===== src/fault_latch_table_top_defines.svh =====
// Assertion macros used by the fault latch table top level.
`ifndef FAULT_LATCH_TABLE_TOP_DEFINES_SVH
`define FAULT_LATCH_TABLE_TOP_DEFINES_SVH

// Same-cycle implication, checked on every rising edge outside reset
`define FLT_ASSERT_NOW(lbl, ante, cons, msg) \
  lbl: assert property (@(posedge clk) disable iff (rst) (ante) |-> (cons)) \
    else $error(msg);

// Next-cycle implication, checked on every rising edge outside reset
`define FLT_ASSERT_NEXT(lbl, ante, cons, msg) \
  lbl: assert property (@(posedge clk) disable iff (rst) (ante) |=> (cons)) \
    else $error(msg);

`endif


===== src/fla_pkg.sv =====
// Types, codes and helper functions for the fault latch table.
`timescale 1ns / 1ps
`default_nettype none

package fla_pkg;

  // Operation codes carried with each input transfer
  typedef enum logic [1:0] {
    OP_REPORT    = 2'd0,
    OP_CLEAR_ONE = 2'd1,
    OP_CLEAR_ALL = 2'd2,
    OP_QUERY     = 2'd3
  } op_t;

  // Fault codes with special handling
  localparam logic [3:0] CODE_NONE    = 4'd0;
  localparam logic [3:0] CODE_CRIT_LO = 4'd6;
  localparam logic [3:0] CODE_CRIT_HI = 4'd9;
  localparam logic [3:0] CODE_ESTOP   = 4'd10;
  localparam logic [3:0] CODE_MAP_LO  = 4'd1;
  localparam logic [3:0] CODE_MAP_HI  = 4'd10;

  // Severity levels
  localparam logic [1:0] SEV_WARNING   = 2'd0;
  localparam logic [1:0] SEV_CRITICAL  = 2'd1;
  localparam logic [1:0] SEV_EMERGENCY = 2'd2;

  // Controller states
  typedef enum logic [1:0] {
    S_IDLE,
    S_LOOKUP,
    S_UPDATE,
    S_SUMMARY
  } state_t;

  // Commands from controller to datapath
  typedef struct packed {
    logic capture;
    logic lookup;
    logic update;
    logic load;
  } cmd_t;

  // Result item, clear_done in the lowest bit
  typedef struct packed {
    logic [3:0] entry_count;
    logic [9:0] active_map;
    logic [1:0] top_severity;
    logic [3:0] top_code;
    logic       top_valid;
    logic       may_exit;
    logic       code_active;
    logic       any_active;
    logic       safe_state;
    logic       clear_done;
  } result_t;

  // Fixed severity of each fault code
  function automatic logic [1:0] sev_for(input logic [3:0] code);
    logic [1:0] sev;
    sev = SEV_WARNING;
    if (code >= CODE_CRIT_LO && code <= CODE_CRIT_HI) begin
      sev = SEV_CRITICAL;
    end else if (code == CODE_ESTOP) begin
      sev = SEV_EMERGENCY;
    end
    return sev;
  endfunction

endpackage

`default_nettype wire


===== src/fla_ctrl.sv =====
// Sequencing controller for the fault latch table: handshakes and datapath commands.
`timescale 1ns / 1ps
`default_nettype none

module fla_ctrl import fla_pkg::*; (
  input  wire logic clk,
  input  wire logic rst,
  input  wire logic s_tvalid,
  output logic      s_tready,
  output logic      m_tvalid,
  input  wire logic m_tready,
  output cmd_t      cmd
);

  state_t state, state_next;
  logic   m_tvalid_next;

  // State and output valid registers
  always_ff @(posedge clk) begin
    if (rst) begin
      state    <= S_IDLE;
      m_tvalid <= 1'b0;
    end else begin
      state    <= state_next;
      m_tvalid <= m_tvalid_next;
    end
  end

  // Next state and commands
  always_comb begin
    state_next    = state;
    cmd           = '0;
    s_tready      = 1'b0;
    m_tvalid_next = m_tvalid & ~m_tready;
    case (state)
      S_IDLE: begin
        s_tready = 1'b1;
        if (s_tvalid) begin
          cmd.capture = 1'b1;
          state_next  = S_LOOKUP;
        end
      end
      S_LOOKUP: begin
        cmd.lookup = 1'b1;
        state_next = S_UPDATE;
      end
      S_UPDATE: begin
        cmd.update = 1'b1;
        state_next = S_SUMMARY;
      end
      S_SUMMARY: begin
        // load only once the previous result has left the output register
        if (!m_tvalid || m_tready) begin
          cmd.load      = 1'b1;
          m_tvalid_next = 1'b1;
          state_next    = S_IDLE;
        end
      end
      default: begin
        state_next = S_IDLE;
      end
    endcase
  end

endmodule

`default_nettype wire


===== src/fla_datapath.sv =====
// Fault table storage, lookup, update and status summary datapath.
`timescale 1ns / 1ps
`default_nettype none

module fla_datapath import fla_pkg::*; #(
  parameter int TABLE_DEPTH = 8
) (
  input  wire logic       clk,
  input  wire logic       rst,
  input  wire cmd_t       cmd,
  input  wire logic [1:0] in_op,
  input  wire logic [3:0] in_code,
  output result_t         res
);

  localparam int IDX_W = (TABLE_DEPTH > 1) ? $clog2(TABLE_DEPTH) : 1;
  localparam int CNT_W = $clog2(TABLE_DEPTH + 1);

  // Captured item
  op_t        op_q;
  logic [3:0] code_q;

  // Table storage
  logic [3:0]             entry_code [TABLE_DEPTH];
  logic [1:0]             entry_sev  [TABLE_DEPTH];
  logic [TABLE_DEPTH-1:0] entry_active;
  logic [CNT_W-1:0]       stored_count;
  logic                   safe_latch;

  // Lookup results
  logic             hit;
  logic [IDX_W-1:0] hit_idx;
  logic             match_any;
  logic [IDX_W-1:0] match_idx;
  logic             cleared;

  // Derived controls for the update step
  logic       room;
  logic       report_new;
  logic [1:0] code_sev;

  // Summary terms
  result_t    sum;
  logic       sum_emerg;
  logic       sum_crit;
  logic [1:0] sum_max;

  assign room       = stored_count < CNT_W'(TABLE_DEPTH);
  assign code_sev   = sev_for(code_q);
  assign report_new = (op_q == OP_REPORT) && (code_q != CODE_NONE) && !hit && room;

  // Capture the accepted item
  always_ff @(posedge clk) begin
    if (cmd.capture) begin
      op_q   <= op_t'(in_op);
      code_q <= in_code;
    end
  end

  // Search stored entries for the captured code, first in table order wins
  always_comb begin
    match_any = 1'b0;
    match_idx = '0;
    for (int i = TABLE_DEPTH - 1; i >= 0; i--) begin
      if (CNT_W'(i) < stored_count && entry_code[i] == code_q) begin
        match_any = 1'b1;
        match_idx = IDX_W'(i);
      end
    end
  end

  always_ff @(posedge clk) begin
    if (cmd.lookup) begin
      hit     <= match_any;
      hit_idx <= match_idx;
    end
  end

  // Append a new entry's code and severity
  always_ff @(posedge clk) begin
    if (cmd.update && report_new) begin
      entry_code[stored_count[IDX_W-1:0]] <= code_q;
      entry_sev[stored_count[IDX_W-1:0]]  <= code_sev;
    end
  end

  // Active flags, fill count and safe-state latch
  always_ff @(posedge clk) begin
    if (rst) begin
      entry_active <= '0;
      stored_count <= '0;
      safe_latch   <= 1'b0;
    end else if (cmd.update) begin
      case (op_q)
        OP_REPORT: begin
          if (code_q != CODE_NONE) begin
            if (hit) begin
              entry_active[hit_idx] <= 1'b1;
            end else if (room) begin
              entry_active[stored_count[IDX_W-1:0]] <= 1'b1;
              stored_count <= stored_count + CNT_W'(1);
            end
            // stored severity always equals the code's fixed severity
            if ((hit || room) && code_sev >= SEV_CRITICAL) begin
              safe_latch <= 1'b1;
            end
          end
        end
        OP_CLEAR_ONE: begin
          if (code_q != CODE_ESTOP && hit) begin
            entry_active[hit_idx] <= 1'b0;
          end
        end
        OP_CLEAR_ALL: begin
          for (int i = 0; i < TABLE_DEPTH; i++) begin
            if (CNT_W'(i) < stored_count && entry_code[i] != CODE_ESTOP) begin
              entry_active[i] <= 1'b0;
            end
          end
        end
        default: begin
        end
      endcase
    end
  end

  // Clear-one outcome
  always_ff @(posedge clk) begin
    if (cmd.update) begin
      cleared <= (op_q == OP_CLEAR_ONE) && (code_q != CODE_ESTOP) && hit;
    end
  end

  // Reductions over active entries
  always_comb begin
    sum       = '0;
    sum_emerg = 1'b0;
    sum_crit  = 1'b0;
    for (int i = 0; i < TABLE_DEPTH; i++) begin
      if (entry_active[i]) begin
        sum.any_active = 1'b1;
        if (entry_code[i] == code_q) begin
          sum.code_active = 1'b1;
        end
        if (entry_sev[i] == SEV_EMERGENCY) begin
          sum_emerg = 1'b1;
        end
        if (entry_sev[i] == SEV_CRITICAL) begin
          sum_crit = 1'b1;
        end
        if (entry_code[i] >= CODE_MAP_LO && entry_code[i] <= CODE_MAP_HI) begin
          sum.active_map[entry_code[i] - CODE_MAP_LO] = 1'b1;
        end
      end
    end
    sum_max = sum_emerg ? SEV_EMERGENCY : (sum_crit ? SEV_CRITICAL : SEV_WARNING);
    // first active entry at the highest severity
    for (int i = TABLE_DEPTH - 1; i >= 0; i--) begin
      if (entry_active[i] && entry_sev[i] == sum_max) begin
        sum.top_valid    = 1'b1;
        sum.top_code     = entry_code[i];
        sum.top_severity = entry_sev[i];
      end
    end
    sum.may_exit    = ~(sum_emerg | sum_crit);
    sum.clear_done  = cleared;
    sum.safe_state  = safe_latch;
    sum.entry_count = 4'(stored_count);
  end

  // Output register
  always_ff @(posedge clk) begin
    if (cmd.load) begin
      res <= sum;
    end
  end

endmodule

`default_nettype wire


===== src/fault_latch_table_top.sv =====
// Sequence: after the input transfer the controller steps through lookup, update and
//   summary; the result is loaded in summary and m_tvalid rises with it.
// Input is taken only in idle, so one item is in work at a time; a held result keeps the
//   controller in summary, so the next input transfer waits until the result leaves.
// Reset: rst returns the controller to idle, drops the output valid, and clears all active
//   flags, the fill count and the safe-state latch; stored codes and severities are not
//   cleared and are read only below the count.
`timescale 1ns / 1ps
`default_nettype none
`include "fault_latch_table_top_defines.svh"

module fault_latch_table_top import fla_pkg::*; #(
  parameter int TABLE_DEPTH = 8
) (
  input  wire logic        clk,
  input  wire logic        rst,
  input  wire logic        s_tvalid,
  output logic             s_tready,
  input  wire logic [7:0]  s_tdata,   // op[1:0], fault_code[5:2], zero[7:6]
  output logic             m_tvalid,
  input  wire logic        m_tready,
  output logic [31:0]      m_tdata    // clear_done[0], safe_state[1], any_active[2],
                                      // code_active[3], may_exit[4], top_valid[5],
                                      // top_code[9:6], top_severity[11:10],
                                      // active_map[21:12], entry_count[25:22], zero[31:26]
);

  cmd_t    cmd;
  result_t res;

  // Controller
  fla_ctrl u_ctrl (
    .clk      (clk),
    .rst      (rst),
    .s_tvalid (s_tvalid),
    .s_tready (s_tready),
    .m_tvalid (m_tvalid),
    .m_tready (m_tready),
    .cmd      (cmd)
  );

  // Datapath
  fla_datapath #(
    .TABLE_DEPTH (TABLE_DEPTH)
  ) u_datapath (
    .clk     (clk),
    .rst     (rst),
    .cmd     (cmd),
    .in_op   (s_tdata[1:0]),
    .in_code (s_tdata[5:2]),
    .res     (res)
  );

  assign m_tdata = {6'b0, res};

  // Checks
  `FLT_ASSERT_NOW(a_top_matches_any, m_tvalid, m_tdata[5] == m_tdata[2], "top_valid differs from any_active")
  `FLT_ASSERT_NOW(a_exit_blocked_sev, m_tvalid && !m_tdata[4], m_tdata[5] && m_tdata[11:10] != SEV_WARNING, "may_exit low without a critical top fault")
  `FLT_ASSERT_NEXT(a_one_item, s_tvalid && s_tready, !s_tready && !cmd.load, "new item taken while one is in work")

endmodule

`default_nettype wire

===== config.mk =====
export PLATFORM = sky130hd
export DESIGN_NAME = fault_latch_table_top
export DESIGN_NICKNAME = d
export VERILOG_FILES = /design/src/fla_pkg.sv /design/src/fla_ctrl.sv /design/src/fla_datapath.sv /design/src/fault_latch_table_top.sv
export VERILOG_INCLUDE_DIRS = /design/src /design/src/src
export SDC_FILE = /design/constraint.sdc
export NUM_CORES = 1
export LEC_CHECK = 0
export ABC_AREA = 1
export BUFFER_PORTS_ARGS = -buffer_cell sky130_fd_sc_hd__buf_2
export CORE_UTILIZATION = 30
export DETAILED_ROUTE_END_ITERATION = 6
export HOLD_SLACK_MARGIN = 0.03
export PLACE_DENSITY = 0.42
export SKIP_LAST_GASP = 1
export SYNTH_ARGS = -nofsm -noshare
export SYNTH_HDL_FRONTEND = slang
export SYNTH_SLANG_ARGS = --single-unit

===== constraint.sdc =====
create_clock -name clk -period 6.7 [get_ports clk]
set_input_delay 1.34 -clock clk [delete_from_list [all_inputs] [get_ports clk]]
set_output_delay 1.34 -clock clk [all_outputs]
set_load 0.01 [all_outputs]

* Word level (Yosys, flattened, before mapping)
Memory sizes are Yosys's and may differ from the RTL's. Index checks and enable logic that the tools add are counted.
Word-level totals: register bits after elaboration 53, memories 2, output and inout bits 34, input bits 12, logic and storage cells 370, bits in writable memories 48
Operators by class: muxes and demuxes 131, add/sub/neg operators 9, reduce and logical (&&, ||, !) cells 75, bitwise gates (word level) 16, equal/unequal tests 60, $lt $le $gt $ge 48
Memory list:
- u_datapath.entry_code | depth 8, width 4, rd ports 8, clocked after Yosys merged registers in 0, write ports 1, RTL line fla_datapath.sv:24 | logic [3:0] entry_code [TABLE_DEPTH];
- u_datapath.entry_sev | depth 8, width 2, rd ports 8, clocked after Yosys merged registers in 0, write ports 1, RTL line fla_datapath.sv:25 | logic [1:0] entry_sev [TABLE_DEPTH];
Operators by type and width (count):
- 2-to-1 mux 10 bit | 16
- 2-to-1 mux 1 bit | 72
- bitwise OR 10 bit | 7
- greater-or-equal comparator 4 x 1 -> 1 bit (second input constant) | 16
- 2-to-1 mux 7 bit | 8
- logical AND 1 bit | 51
- AND reduction 6 bit | 8
- less-than comparator 4 x 5 -> 1 bit (second input constant) | 8
- <= comparator 4 bit (second input constant) | 9
- != test 4 bit (second input constant) | 9
- demux 1 bit (select 4 bit) | 8
- equality test 4 bit | 8
- 2-to-1 mux 8 bit | 4
- subtractor 4 x 1 -> 4 bit (second input constant) | 8
- 2-to-1 mux 2 bit | 15
- one-hot mux 8 bit (3 select lines) | 1
- equality test 2 bit (second input constant) | 11
- OR reduction 7 bit | 3
- equality test 2 x 1 -> 1 bit (second input constant) | 10
- != test 2 x 1 -> 1 bit (second input constant) | 10
- equality test 2 bit | 8
- less-than comparator 3 x 4 -> 1 bit (first input constant) | 4
- bitwise OR 8 bit | 2
- 2-to-1 mux 3 bit | 4
- 28 further kinds | 39

* Longest topological paths before layout
An unclocked memory read counts as a cell.
depth after elaboration 30, depth in mapped cells 18, gate-level depth less buffers 18

* Cells and area by module
Synthesis repeated with hierarchy kept, for this count alone.
Unflattened totals: cells, all modules 849, area, all modules 6806.5 um2
Modules (own cells, without submodules):
- fla_datapath | cells each 812, area an instance 6548.8 um2, seq. area each 2812.7 um2, times used 1
- fla_ctrl | cells each 30, area an instance 209.0 um2, seq. area each 60.1 um2, times used 1
- fault_latch_table_top | cells each 7, area an instance 48.8 um2, seq. area each 0.0 um2, times used 1

* Least setup slack after synthesis
Ideal clock, no wire load.
kind input-to-reg, start input m_tready, end register, netlist name u_datapath.res[0], library setup time 418 ps, buffers on the path 0, data arrival time 2668 ps, required time 6282 ps, slack 3614 ps, stages on the path 2, cell sequence inv_1 -> a21oi_1
RTL lines:
- start, declared | RTL line fault_latch_table_top.sv:21 | input wire logic m_tready,

* Worst setup path after layout
start register u_datapath.code_q[1], end memory u_datapath.entry_code[0][2], enable pin
Between the ends: word-level cells in the longest chain between the ends 7
RTL lines:
- start, declared | RTL line fla_datapath.sv:21 | logic [3:0] code_q;
- start signal, assigned | RTL line fla_datapath.sv:56 | code_q <= in_code;
- nonzero test 4 bit | RTL line fla_datapath.sv:50 | assign report_new = (op_q == OP_REPORT) && (code_q != CODE_NONE) && !hit && room;
- logical AND 1 bit (3 in a row) | RTL line fla_datapath.sv:50
- logical AND 1 bit | RTL line fla_datapath.sv:81 | if (cmd.update && report_new) begin
- 2-to-1 mux 1 bit | RTL line fla_datapath.sv:81
- 2-to-1 mux 1 bit (not written as such) | RTL line fla_datapath.sv:82 | entry_code[stored_count[IDX_W-1:0]] <= code_q;
- end, declared | RTL line fla_datapath.sv:24
Every way passes these cells.

==> results.txt <==
The run finished with clean final reports. The final critical-path required period is 3.12 ns. The number of antenna diodes in the final layout is 0. The H-tree was split into 3 levels. The post-cts repair resize count is 0. The compound-gate portion of the synthesized area is 12.5%. The transition at the pin with the smallest max-transition slack is 1.02 ns.

The worst setup path is launched from a register. The endpoint arrival time on the critical path is 3.11 ns. After synthesis, the largest family of logic cells by area is simple AND/OR/NAND/NOR gates. The total standard cell area after synthesis came out at 6730 sq um. The largest area contributor in the synthesized netlist is edfxtp_1. The number of DRC violations after detailed-routing iteration 0 came out at 555. The total clock buffers created by CTS came out at 9. The post-synthesis sequential element count came out at 101. The total count of hold-check failures in the final report was 0. The clock-pin slew reported for the worst setup and hold paths after clock tree synthesis came out at 0.07 ns. Sorting the synthesized cells by how often they occur yields 158 x nand2_1, 142 x inv_1, 99 x nor2_1. The reported max-cap violation count came out at 0. The maximum frequency from static timing analysis came out at 321 MHz. The count of input and output buffers is 37.

The cell count after synthesis came out at 862. In this run the worst path has a maximum fanout of 20. The total number of placement rows came out at 54. The path with the worst hold slack has its endpoint at u_datapath.res[1]. The startpoint identified for the worst register-to-register timing path is u_datapath.code_q[1]. The tightest slew margin relative to the limit came out at 32.0%. The maximum number of buffers from clock root to sink is 2. The cell count of the worst hold path is 0.

After detailed routing, the number of vias per cell comes to 5.01. 46 I/O pins were placed. The floorplan die height came out at 152 microns.

The hold path startpoint is u_datapath.safe_latch. The floorplan step defined a die boundary enclosing 23000 sq um. The final count of negative-setup-slack endpoints came out at 0. Of the total synthesized cell area, the portion taken by full adders, half adders and majority gates is 1.86%. The post-layout utilization of the core came out at 34.0%.

The standard cell core area is 21900 sq um. The worst ir drop on vdd is 0.149 mV. The kind of end point of the critical path is a register. For this run, the total global-route usage over all layers was measured as 19.4%. The worst register-to-register path ends at u_datapath.entry_code[0][2].

Summing the areas of all and, or, nand and nor instances in the mapped netlist gives 27.1% of the synthesized area. The largest net degree at the start of global routing came out at 27. The leakage power came out at 3.11 nW. The area growth from synthesis to layout is 10.6%. The initial standard-cell utilization of the core is 30.8%. The floorplan step set the die width to 152 microns. The fraction of the yosys area taken by sequential cells came out at 42.7%. The final weighted congestion in routability-driven placement came out at 0.920. The post-synthesis xor/xnor area fraction came out at 4.81%. The count of synthesis-stage warnings from yosys came out at 0. Setup repair after global routing left no endpoint under its margin. After the flow finishes, the layout carries non-filler instances totaling 1174. The detailed-router iteration count before antenna repair came out at 5. The initial antenna violation count is 0. Ranked by total cell area, the synthesized netlist is headed by edfxtp_1 38%, nand2_1 8.8%, inv_1 7.9%. Of the available clock period, the critical path in the final layout requires 46.6%.

The final total power is 1.98 mW. The final clock skew is 0.0130 ns. The total negative slack is 0 ns. The dominant register cell in the synthesized netlist is edfxtp_1. In the post-synthesis netlist, the cell with the most instances is nand2_1.

The power density of the placed cells is 266 nW/um^2. The sink count of the clock tree came out at 101. Once placement completed, the tool counted placed cells totaling 1158. The type of the worst setup path is reg2reg. The clock latency on the worst-skew pair is 0.36 ns. In the final routed layout, each cell accounts on average for 18.7 microns. After synthesis, the mean cell area works out to 7.81 sq um.

After detailed routing, the number of remaining DRC violations is 0. The CTS tree is yes. The count of hold buffers inserted by post-cts repair came out at 0. The final-report max-slew violation count was 0.

The remaining global-route overflow came out at 0. The total wire length after detailed routing is 21900 microns. The net total in the final layout is 911. The post-synthesis async set-or-reset flop share came out at 0%. The final worst setup slack is 3.58 ns. The reg-to-reg setup timing slack is 3.58 ns. The wire length of the first global-routing pass came out at 33800 microns.

The via count of the first global-routing pass is 5620. The worst register-to-register path has a depth of 6. The number of nets with antenna violations after routing came out at 0. In this run, synthesis inferred 85 flip-flops with an integrated enable. The total via count in the routed design came out at 5879. The HPWL after detailed placement is 17100 microns. The critical path required time is 6.69 ns.

The synthesized design devotes to its leading area cell type 37.9% of total area. The min-delay analysis places its worst path in the category reg2reg. The number of buffers inserted to repair setup after CTS is 0. OpenSTA, run right after detailed placement, puts the worst setup slack at 3.57 ns. The share of final-layout standard cells stronger than drive strength 1 is 10.2%. The fraction of synthesized area in multiplexers came out at 0%. The distinct cell type count after synthesis came out at 49. The clock tree root driver cell is clkbuf_16.
## report_power, final
part / internal [mW] / switching [mW]
registers: 0.778 / 0.0988
logic: 0.166 / 0.352
clock network: 0.329 / 0.259
total: 1.27 / 0.710
## per-stage QoR
stage	area (sq um)	hold slack (ns)
4_1_cts	7450	0.442
3_3_place_gp	7130	0.411
6_report	7450	0.445
2_1_floorplan	6750	0.400
5_1_grt	7450	0.466
3_5_place_dp	7130	0.406
## cell type report
cell class | instances | area [sq um]
Inverter | 147 | 552
Tap cell | 280 | 350
Clock buffer | 9 | 225
Sequential cell | 101 | 2870
Clock inverter | 7 | 96.3
Timing Repair Buffer | 39 | 200
Multi-Input combinational cell | 591 | 3150
Fill cell | 2387 | 14400
## flip-flops by register name, summed over array words and instances, names as in the netlist, 2 cells and up
register                 flops
u_ctrl.state                 2
u_datapath.hit_idx           3
u_datapath.entry_code       32
u_datapath.res              26
u_datapath.op_q              2
u_datapath.code_q            4
u_datapath.entry_sev        16
u_datapath.stored_count      4
u_datapath.entry_active      8
## routing by layer
layer / vias up / track usage (%) / part of all wire, % / routed length (microns)
met5: - / 0 / 0 / 0
met4: 0 / 5.76 / 2.1 / 452
met3: 31 / 3.39 / 5.3 / 1160
met2: 188 / 30.4 / 44 / 9620
met1: 2732 / 27.3 / 49 / 10700
li1: 2928 / - / - / -
## worst max-delay path: stages (launching register included)
cell	delay [ns]
edfxtp_1	0.98
nor4_1	0.16
nor3_1	0.29
nand3_1	0.27
inv_1	0.20
nand2_1	0.15
nor2_1	0.70
## how the worst max path moves through the flow
stage | startpoint | slack (ns) | endpoint
finish | u_datapath.code_q[1] | 3.58 | u_datapath.entry_code[0][2]
global route | u_datapath.code_q[1] | 3.32 | u_datapath.entry_code[0][1]
CTS | u_datapath.code_q[1] | 3.57 | u_datapath.entry_sev[0][0]
detailed placement | u_datapath.code_q[1] | 3.57 | u_datapath.entry_code[0][0]
global placement | u_datapath.code_q[1] | 3.56 | u_datapath.entry_code[0][1]
floorplan | m_tready | 3.61 | u_datapath.res[0]
## cell families (layout without fill, tap and decap cells)
family / after synthesis / in the layout
buf+inv: 175 / 202
simple gates: 398 / 398
flops: 101 / 101
compound gates: 140 / 140
xor+xnor: 37 / 37
fa+ha+maj: 10 / 10
other cells: 1 / 6
## cell usage in the layout, fill, tap and decap left out, types with 4 or more instances in the layout
cell and n:
a221oi_1 4, buf_2 37, nand2_1 158, dfxtp_1 16, nand2_2 14, a31oi_1 6, nor3_1 28, edfxtp_1 85
nor2_1 99, nor2_4 5, inv_1 142, xor2_1 32, nand3_2 6, conb_1 6, a311oi_1 5, o2111ai_1 5
o22ai_1 6, ha_1 10, nand3_1 56, a32oi_1 5, nor4_1 9, xnor2_1 5, o21ai_1 5, a21oi_1 41
clkbuf_16 9, inv_2 4, nand4_1 12, o21ai_0 43
Note: power is estimated with default switching activity, not from simulation.
